==> config.mk <==
export PLATFORM = sky130hd
export DESIGN_NAME = first_fit_block_allocator_unit
export DESIGN_NICKNAME = d
export VERILOG_FILES = /design/src/hdl/ffba_pkg.sv /design/src/hdl/first_fit_block_allocator_unit.sv
export SDC_FILE = /design/constraint.sdc
export NUM_CORES = 2
export LEC_CHECK = 0
export BUFFER_PORTS_ARGS = -buffer_cell sky130_fd_sc_hd__buf_2
export CAP_MARGIN = 20
export CORE_MARGIN = 1.5
export CORE_UTILIZATION = 40
export DETAILED_ROUTE_END_ITERATION = 8
export PLACE_DENSITY = 0.57
export REMOVE_ABC_BUFFERS = 1
export SYNTH_ARGS = -nofsm -noshare
export SYNTH_HDL_FRONTEND = slang
export SYNTH_SLANG_ARGS = --single-unit
==> constraint.sdc <==
create_clock -name i_clk -period 9.1 [get_ports i_clk]
set_input_delay 1.365 -clock i_clk [delete_from_list [all_inputs] [get_ports i_clk]]
set_output_delay 1.365 -clock i_clk [all_outputs]
set_load 0.1 [all_outputs]
==> src/hdl/ffba_pkg.sv <==
// ffba_pkg: shared constants, codes and types of the first-fit block allocator
// no dependencies; imported by first_fit_block_allocator_unit

package ffba_pkg;

    localparam int CELLS_DEF   = 128;
    localparam int ID_BITS_DEF = 16;

    localparam int CFG_W      = 8;
    localparam int MODE_W     = 2;
    localparam int SIZE_W     = 8;
    localparam int EID_W      = 16;
    localparam int STATUS_W   = 2;
    localparam int BID_W      = 16;
    localparam int IN_TDATA_W = 24;   // alloc_size + erase_id, already whole bytes
    localparam int OUT_TDATA_W = 16;

    localparam logic [CFG_W-1:0] CFG_RESET = 8'd128;

    typedef enum logic [MODE_W-1:0] {
        MODE_ALLOC  = 2'd0,
        MODE_ERASE  = 2'd1,
        MODE_DEFRAG = 2'd2,
        MODE_NONE   = 2'd3
    } t_mode;

    typedef enum logic [STATUS_W-1:0] {
        ST_OK      = 2'd0,
        ST_FAIL    = 2'd1,
        ST_ILLEGAL = 2'd2,
        ST_SPARE   = 2'd3
    } t_status;

    typedef enum logic [5:0] {
        S_IDLE  = 6'b000001,
        S_CLEAR = 6'b000010,
        S_SCAN  = 6'b000100,
        S_FILL  = 6'b001000,
        S_ZERO  = 6'b010000,
        S_DONE  = 6'b100000
    } t_state;

endpackage

==> src/hdl/first_fit_block_allocator_unit.sv <==
// first_fit_block_allocator_unit: first-fit cell allocator with erase and compaction
// owner store is one synchronous single-port-write memory; depends on ffba_pkg
//
//  channel   | direction | handshake                  | payload
//  ----------+-----------+----------------------------+-----------------------------------
//  s_axis    | in        | i_s_axis_tvalid/o_..tready | tuser: mode; tdata: size, erase id
//  m_axis    | out       | o_m_axis_tvalid/i_..tready | tuser: status; tdata: block id
//  cfg       | in        | i_cfg_valid/o_cfg_ready    | cells in use (always ready)
//
// one request at a time; m = managed cells. each request walks the owner memory
// at most once through its one read port: allocate stops at the first free run that
// fits and fills it, erase and defragment read all m cells, immediate answers skip it.
// after reset a clearing pass zeroes every cell of the memory; no item is taken
// meanwhile. the result register lets a new item in while a result waits; a
// finished request holds in its last state while the result register is full.

module first_fit_block_allocator_unit #(
    parameter int CELLS   = ffba_pkg::CELLS_DEF,
    parameter int ID_BITS = ffba_pkg::ID_BITS_DEF
) (
    input  logic                              i_clk,
    input  logic                              i_rst_n,
    // configuration
    input  logic                              i_cfg_valid,
    output logic                              o_cfg_ready,
    input  logic [ffba_pkg::CFG_W-1:0]        i_cfg_data,
    // request stream
    input  logic                              i_s_axis_tvalid,
    output logic                              o_s_axis_tready,
    input  logic [ffba_pkg::IN_TDATA_W-1:0]   i_s_axis_tdata,  // [7:0] alloc_size, [23:8] erase_id
    input  logic [ffba_pkg::MODE_W-1:0]       i_s_axis_tuser,  // [1:0] mode
    // result stream
    output logic                              o_m_axis_tvalid,
    input  logic                              i_m_axis_tready,
    output logic [ffba_pkg::OUT_TDATA_W-1:0]  o_m_axis_tdata,  // [15:0] block_id
    output logic [ffba_pkg::STATUS_W-1:0]     o_m_axis_tuser   // [1:0] status
);

    import ffba_pkg::*;

    localparam int AW  = (CELLS > 1) ? $clog2(CELLS) : 1;
    localparam int CW  = $clog2(CELLS + 1);
    localparam int RW  = (CW > SIZE_W) ? CW : SIZE_W;
    localparam int XW  = (ID_BITS > EID_W) ? ID_BITS : EID_W;
    localparam logic [31:0] CELLS_W = 32'(CELLS);

    // owner memory
    logic [ID_BITS-1:0] r_mem [CELLS];
    logic [ID_BITS-1:0] r_rdata;
    logic               w_we;
    logic [AW-1:0]      w_waddr;
    logic [ID_BITS-1:0] w_wdata;

    t_state              r_state, n_state;
    logic [CW-1:0]       r_addr, n_addr;
    logic                r_pvld, n_pvld;
    logic [AW-1:0]       r_paddr, n_paddr;
    logic [CW-1:0]       r_m, n_m;
    t_mode               r_mode, n_mode;
    logic [SIZE_W-1:0]   r_size, n_size;
    logic [EID_W-1:0]    r_eid, n_eid;
    logic [CW-1:0]       r_run, n_run;
    logic [AW-1:0]       r_start, n_start;
    logic [AW-1:0]       r_end, n_end;
    logic [AW-1:0]       r_waddr, n_waddr;
    logic [CW-1:0]       r_dst, n_dst;
    logic                r_hit, n_hit;
    logic [ID_BITS-1:0]  r_next_id, n_next_id;
    t_status             r_res_st, n_res_st;
    logic [BID_W-1:0]    r_res_id, n_res_id;
    logic                r_out_vld, n_out_vld;
    t_status             r_out_st, n_out_st;
    logic [BID_W-1:0]    r_out_id, n_out_id;
    logic [CFG_W-1:0]    r_cfg;

    logic                in_acc;
    logic [CW-1:0]       m_now;
    logic [SIZE_W-1:0]   in_size;
    logic [EID_W-1:0]    in_eid;
    t_mode               in_mode;

    assign o_cfg_ready     = 1'b1;
    assign o_s_axis_tready = (r_state == S_IDLE);
    assign o_m_axis_tvalid = r_out_vld;
    assign o_m_axis_tdata  = r_out_id;
    assign o_m_axis_tuser  = r_out_st;

    assign in_acc  = i_s_axis_tvalid && o_s_axis_tready;
    assign in_size = i_s_axis_tdata[SIZE_W-1:0];
    assign in_eid  = i_s_axis_tdata[SIZE_W +: EID_W];
    assign in_mode = t_mode'(i_s_axis_tuser);

    always_comb begin
        if (32'(r_cfg) > CELLS_W) begin
            m_now = CW'(CELLS);
        end else begin
            m_now = CW'(r_cfg);
        end
    end

    always_ff @(posedge i_clk) begin
        if (w_we) begin
            r_mem[w_waddr] <= w_wdata;
        end
        r_rdata <= r_mem[r_addr[AW-1:0]];
    end

    always_comb begin
        n_state   = r_state;
        n_addr    = r_addr;
        n_pvld    = 1'b0;
        n_paddr   = r_paddr;
        n_m       = r_m;
        n_mode    = r_mode;
        n_size    = r_size;
        n_eid     = r_eid;
        n_run     = r_run;
        n_start   = r_start;
        n_end     = r_end;
        n_waddr   = r_waddr;
        n_dst     = r_dst;
        n_hit     = r_hit;
        n_next_id = r_next_id;
        n_res_st  = r_res_st;
        n_res_id  = r_res_id;
        n_out_vld = r_out_vld && !i_m_axis_tready;
        n_out_st  = r_out_st;
        n_out_id  = r_out_id;
        w_we      = 1'b0;
        w_waddr   = r_waddr;
        w_wdata   = '0;

        case (r_state)
            S_CLEAR: begin
                w_we    = 1'b1;
                w_waddr = r_addr[AW-1:0];
                if (32'(r_addr) == CELLS_W - 32'd1) begin
                    n_state = S_IDLE;
                end else begin
                    n_addr = r_addr + 1'b1;
                end
            end
            S_IDLE: begin
                if (in_acc) begin
                    n_mode   = in_mode;
                    n_size   = in_size;
                    n_eid    = in_eid;
                    n_m      = m_now;
                    n_addr   = '0;
                    n_run    = '0;
                    n_dst    = '0;
                    n_hit    = 1'b0;
                    n_res_id = '0;
                    n_res_st = ST_OK;
                    n_state  = S_SCAN;
                    case (in_mode)
                        MODE_ALLOC: begin
                            if (in_size == '0 || r_next_id == '1) begin
                                n_res_st = ST_FAIL;
                                n_state  = S_DONE;
                            end
                        end
                        MODE_ERASE: begin
                            if (in_eid == '0) begin
                                n_res_st = ST_ILLEGAL;
                                n_state  = S_DONE;
                            end
                        end
                        MODE_DEFRAG: begin
                            n_state = S_SCAN;
                        end
                        default: begin
                            n_state = S_DONE;
                        end
                    endcase
                end
            end
            S_SCAN: begin
                // the compare stage sees each read in the cycle after it is issued
                if (r_addr < r_m) begin
                    n_pvld  = 1'b1;
                    n_paddr = r_addr[AW-1:0];
                    n_addr  = r_addr + 1'b1;
                end
                if (r_pvld) begin
                    case (r_mode)
                        MODE_ALLOC: begin
                            if (r_rdata != '0) begin
                                n_run = '0;
                            end else begin
                                n_run = r_run + 1'b1;
                                if (r_run == '0) begin
                                    n_start = r_paddr;
                                end
                                if (RW'(r_run) + RW'(1) == RW'(r_size)) begin
                                    n_waddr = (r_run == '0) ? r_paddr : r_start;
                                    n_end   = r_paddr;
                                    n_pvld  = 1'b0;
                                    n_state = S_FILL;
                                end
                            end
                        end
                        MODE_ERASE: begin
                            if (XW'(r_rdata) == XW'(r_eid)) begin
                                w_we    = 1'b1;
                                w_waddr = r_paddr;
                                n_hit   = 1'b1;
                            end
                        end
                        default: begin
                            // compaction: owned cells go to the write pointer
                            if (r_rdata != '0) begin
                                w_we    = 1'b1;
                                w_waddr = r_dst[AW-1:0];
                                w_wdata = r_rdata;
                                n_dst   = r_dst + 1'b1;
                            end
                        end
                    endcase
                end else if (!(r_addr < r_m)) begin
                    case (r_mode)
                        MODE_ALLOC: begin
                            n_res_st = ST_FAIL;
                            n_state  = S_DONE;
                        end
                        MODE_ERASE: begin
                            n_res_st = r_hit ? ST_OK : ST_ILLEGAL;
                            n_state  = S_DONE;
                        end
                        default: begin
                            n_state = S_ZERO;
                        end
                    endcase
                end
            end
            S_FILL: begin
                w_we    = 1'b1;
                w_waddr = r_waddr;
                w_wdata = r_next_id;
                if (r_waddr == r_end) begin
                    n_res_st  = ST_OK;
                    n_res_id  = BID_W'(r_next_id);
                    n_next_id = r_next_id + 1'b1;
                    n_state   = S_DONE;
                end else begin
                    n_waddr = r_waddr + 1'b1;
                end
            end
            S_ZERO: begin
                if (r_dst < r_m) begin
                    w_we    = 1'b1;
                    w_waddr = r_dst[AW-1:0];
                    n_dst   = r_dst + 1'b1;
                end else begin
                    n_res_st = ST_OK;
                    n_state  = S_DONE;
                end
            end
            S_DONE: begin
                if (!r_out_vld || i_m_axis_tready) begin
                    n_out_vld = 1'b1;
                    n_out_st  = r_res_st;
                    n_out_id  = r_res_id;
                    n_state   = S_IDLE;
                end
            end
            default: begin
                n_state = S_IDLE;
            end
        endcase
    end

    always_ff @(posedge i_clk) begin
        if (!i_rst_n) begin
            r_state   <= S_CLEAR;
            r_addr    <= '0;
            r_pvld    <= 1'b0;
            r_next_id <= ID_BITS'(1);
            r_out_vld <= 1'b0;
            r_cfg     <= CFG_RESET;
        end else begin
            r_state   <= n_state;
            r_addr    <= n_addr;
            r_pvld    <= n_pvld;
            r_next_id <= n_next_id;
            r_out_vld <= n_out_vld;
            if (i_cfg_valid && o_cfg_ready) begin
                r_cfg <= i_cfg_data;
            end
        end
    end

    always_ff @(posedge i_clk) begin
        r_paddr  <= n_paddr;
        r_m      <= n_m;
        r_mode   <= n_mode;
        r_size   <= n_size;
        r_eid    <= n_eid;
        r_run    <= n_run;
        r_start  <= n_start;
        r_end    <= n_end;
        r_waddr  <= n_waddr;
        r_dst    <= n_dst;
        r_hit    <= n_hit;
        r_res_st <= n_res_st;
        r_res_id <= n_res_id;
        r_out_st <= n_out_st;
        r_out_id <= n_out_id;
    end

    // a scan write must land behind the read pointer, never on a cell still to be read
    a_scan_write_behind: assert property (@(posedge i_clk) disable iff (!i_rst_n)
        (r_state == S_SCAN && w_we) |-> (CW'(w_waddr) < r_addr))
        else $error("scan write ahead of read pointer");

    a_next_id_nonzero: assert property (@(posedge i_clk) disable iff (!i_rst_n)
        (r_next_id != '0))
        else $error("identifier counter reached zero");

    a_id_step: assert property (@(posedge i_clk) disable iff (!i_rst_n)
        (r_state == S_FILL && n_state == S_DONE) |=> (r_next_id == $past(r_next_id) + 1'b1))
        else $error("identifier counter did not advance after allocation");

    a_result_from_done: assert property (@(posedge i_clk) disable iff (!i_rst_n)
        $rose(o_m_axis_tvalid) |-> $past(r_state == S_DONE))
        else $error("result raised outside completion");

endmodule
==> reports/summary.txt <==
Worst Path Arrival -> 5.74 ns
slowest stage delay, CP -> 0.72 ns
global route total overflow -> 0
Post-CTS Setup Bufs -> 0
period utilization -> 0.571
number of synthesized register bits -> 2219
Top delay family on crit path -> compound AO/OA/AOI/OAI gates
Detailed Route Iter0 Violations -> 4678
dpl cells -> 6638
clock root buffer master -> clkbuf_16
MaxCap Viol Count -> 0
initial antenna violation count -> 16
Die Ht -> 468 um
Residual DRC -> 0
# setup viols final -> 0
clock edge transition at the registers on the reported setup and hold paths -> 0.06 ns
peak supply drop -> 0.000165 V
fmax -> 192 MHz
Num CTS Buffers -> 218
relative slew slack -> 0.191
cts hold-fix bufs -> 0
FF/Latch Area -> 66100 sq um
First-pass DRT Iterations -> 5
die area -> 219000 sq um
Avg WL per Cell -> 30.4 um
vias in the first global route -> 39976
Detailed Place HPWL -> 125000 um
Main synth FF type -> edfxtp_1
Most common cell on crit path -> buf_4
yosys warns -> 0
Netlist cell types -> 69
CP required -> 9.64 ns
gr usage total -> 0.196
Placeable Area -> 215000 sq um
number of I/O pins -> 60
CTS sink cnt -> 2219
crit path launch type -> flop
P per Cell Area -> 236 nW/um^2
Final nets -> 4082
placed cell area -> 91800 sq um
Final Cell Area -> 98700 sq um
vias post-DR -> 40110
Die X-Extent -> 468 um
Max FO, Critical Path -> 10
CP Cell Sequence -> ha_1 > a211o_1 > a31oi_2 > o21ai_0 > a21o_1 > a221oi_2 > nand4_1 > buf_4 > nor3_2 > buf_4
Clock Tree Buf Depth -> 3
detailed-route vias per instance -> 5.69
H-tree depth -> 4
total wire length -> 215000 um
Final Hold Fails -> 0
Fillers -> 17729
Crit Path Category -> reg -> reg
Post-Syn Instances -> 3773
max-slew violations -> 0
Setup Skew -> 0.0302 ns
RSZ-0062 raised after global routing -> no
Worst setup EP type -> flop
measured slew at the worst slew-check pin -> 1.21 ns
number of flops mapped to enable cells by yosys -> 2163
share of cells above drive strength 1 -> 0.338
WP buf/inv -> 2
final worst setup slack -> 3.90 ns
Port Buffers -> 58
LEAKAGE -> 25.5 nW
synthesized cell area -> 86600 sq um
sequential element share of the synthesized area -> 0.763
GPL Wtd Cong -> 0.807
largest net degree at the start of global routing -> 132
reg2reg setup slack -> 3.90 ns
Total Power -> 23.3 mW
Hold WC Path Type -> reg -> reg
Post-Layout Cell Count -> 7053
starting density of the core -> 0.403
Place WS -> 3.95 ns
first-pass GRT wire length -> 304000 um
TritonCTS clock tree -> built
CP max-delay cell -> nor3_2
Synth async-reset ratio -> 0
Avg Cell Area, Syn -> 22.9 sq um
status -> finished, final reports clean
number of instances resized during post-cts repair -> 0
setup TNS -> 0 ns
ANT nets after route -> 0
num rows -> 170
clk_lat worst skew -> 0.86 ns
Multi-input gate area -> 20300 sq um
post-layout min period -> 5.20 ns
Layout area overhead -> 14.1%
worst reg2reg max path, cell delays in order, from the launching register on:
cell	delay, ns
edfxtp_1	0.50
ha_1	0.35
a211o_1	0.28
a31oi_2	0.36
o21ai_0	0.20
a21o_1	0.36
a221oi_2	0.62
nand4_1	0.70
buf_4	0.49
nor3_2	0.72
buf_4	0.32
sequential cells by signal, indices dropped and copies added (netlist names):
signal / flops
r_res_id: 16
r_paddr: 7
r_mem: 2048
r_start: 7
r_addr: 8
r_next_id: 16
r_mode: 2
r_eid: 16
r_cfg: 8
r_pvld: 1
o_m_axis_tvalid: 1
r_end: 7
r_run: 8
r_hit: 1
r_size: 8
o_m_axis_tdata: 16
r_rdata: 16
r_dst: 8
o_m_axis_tuser: 2
r_state: 6
r_res_st: 2
r_m: 8
r_waddr: 7
worst paths after layout:
check / start / end / cells past startpoint
worst max-delay path: r_dst[2] / r_mem[8][9] / 10
worst min-delay path: r_res_id[7] / o_m_axis_tdata[7] / 0
worst max register to register: r_dst[2] / r_mem[8][9] / 10
worst min register to register: r_res_id[7] / o_m_axis_tdata[7] / 0
cells in the mapped netlist (all sizes together), types with 7 or more instances:
cell | count | area, sq um
nor2 | 68 | 255
dfxtp | 56 | 1120
o211ai | 7 | 52.6
and3 | 7 | 43.8
nor3 | 126 | 666
nor4b | 10 | 87.6
edfxtp | 2163 | 65000
clkbuf | 129 | 484
o2111ai | 9 | 85.1
nor4 | 13 | 96.3
xnor2 | 45 | 394
xor2 | 17 | 149
o21ai | 23 | 115
a221oi | 7 | 86.3
nand2 | 36 | 135
buf | 87 | 420
ha | 20 | 250
and2 | 30 | 188
nor2b | 21 | 131
mux2 | 23 | 259
a21oi | 17 | 88.8
mux4 | 670 | 15100
nand3 | 30 | 150
a21o | 17 | 128
mux2i | 20 | 200
or3 | 8 | 55.1
a211oi | 7 | 52.6
inv | 18 | 67.6
nand4 | 19 | 119
where the power goes:
part	internal, mW	total (mW)	switching, mW
Sequential	11.3	11.5	0.148
Clock	4.94	8.76	3.82
Combinational	1.22	3.04	1.82
Total	17.5	23.3	5.79
layer usage:
metal | track usage | vias to the layer above | share of wire
met4 | 0.0534 | 4 | 0.024
met3 | 0.0476 | 264 | 0.082
met5 | 0 | - | 0.00012
met2 | 0.295 | 1440 | 0.46
li1 | - | 16610 | -
met1 | 0.286 | 21792 | 0.43
cell families (layout without fill, tap and decap cells):
logic type	after synthesis	in the layout	share of synthesized area
adder cells (fa/ha/maj)	20	20	0.00289
XOR/XNOR	67	67	0.00759
multiplexers	713	713	0.180
AND/OR/NAND/NOR	394	394	0.0245
buffers and inverters	234	673	0.0112
other	1	4	0.0000433
AO/OA/AOI/OAI	125	125	0.0107
flip-flops	2219	2219	0.763
area by class of cell:
class                      count  share of cell area
antenna                        3           0.0000760
clock buffer                 271              0.0579
clock inverter               138              0.0122
inverter                      18            0.000684
multi-input combinational   1320               0.205
sequential                  2219               0.669
tap                         2838              0.0360
timing repair buffer         246              0.0185
metrics by stage:
step / hold WS [ns] / utilization
6_report: 0.419 / 0.460
5_1_grt: 0.429 / 0.460
4_1_cts: 0.422 / 0.459
3_5_place_dp: 0.408 / 0.427
3_3_place_gp: 0.406 / 0.427
2_1_floorplan: 0.400 / -
placed cells by master, fill, tap and decap left out, drive strengths merged, types with 36 or more instances in the layout:
| master | n |
|---|---|
| edfxtp | 2163 |
| mux4 | 670 |
| clkbuf | 272 |
| buf | 245 |
| nor3 | 126 |
| clkinv | 108 |
| nor2 | 68 |
| dfxtp | 56 |
| xnor2 | 45 |
| nand2 | 36 |
Power figures use the tool's default switching activity.
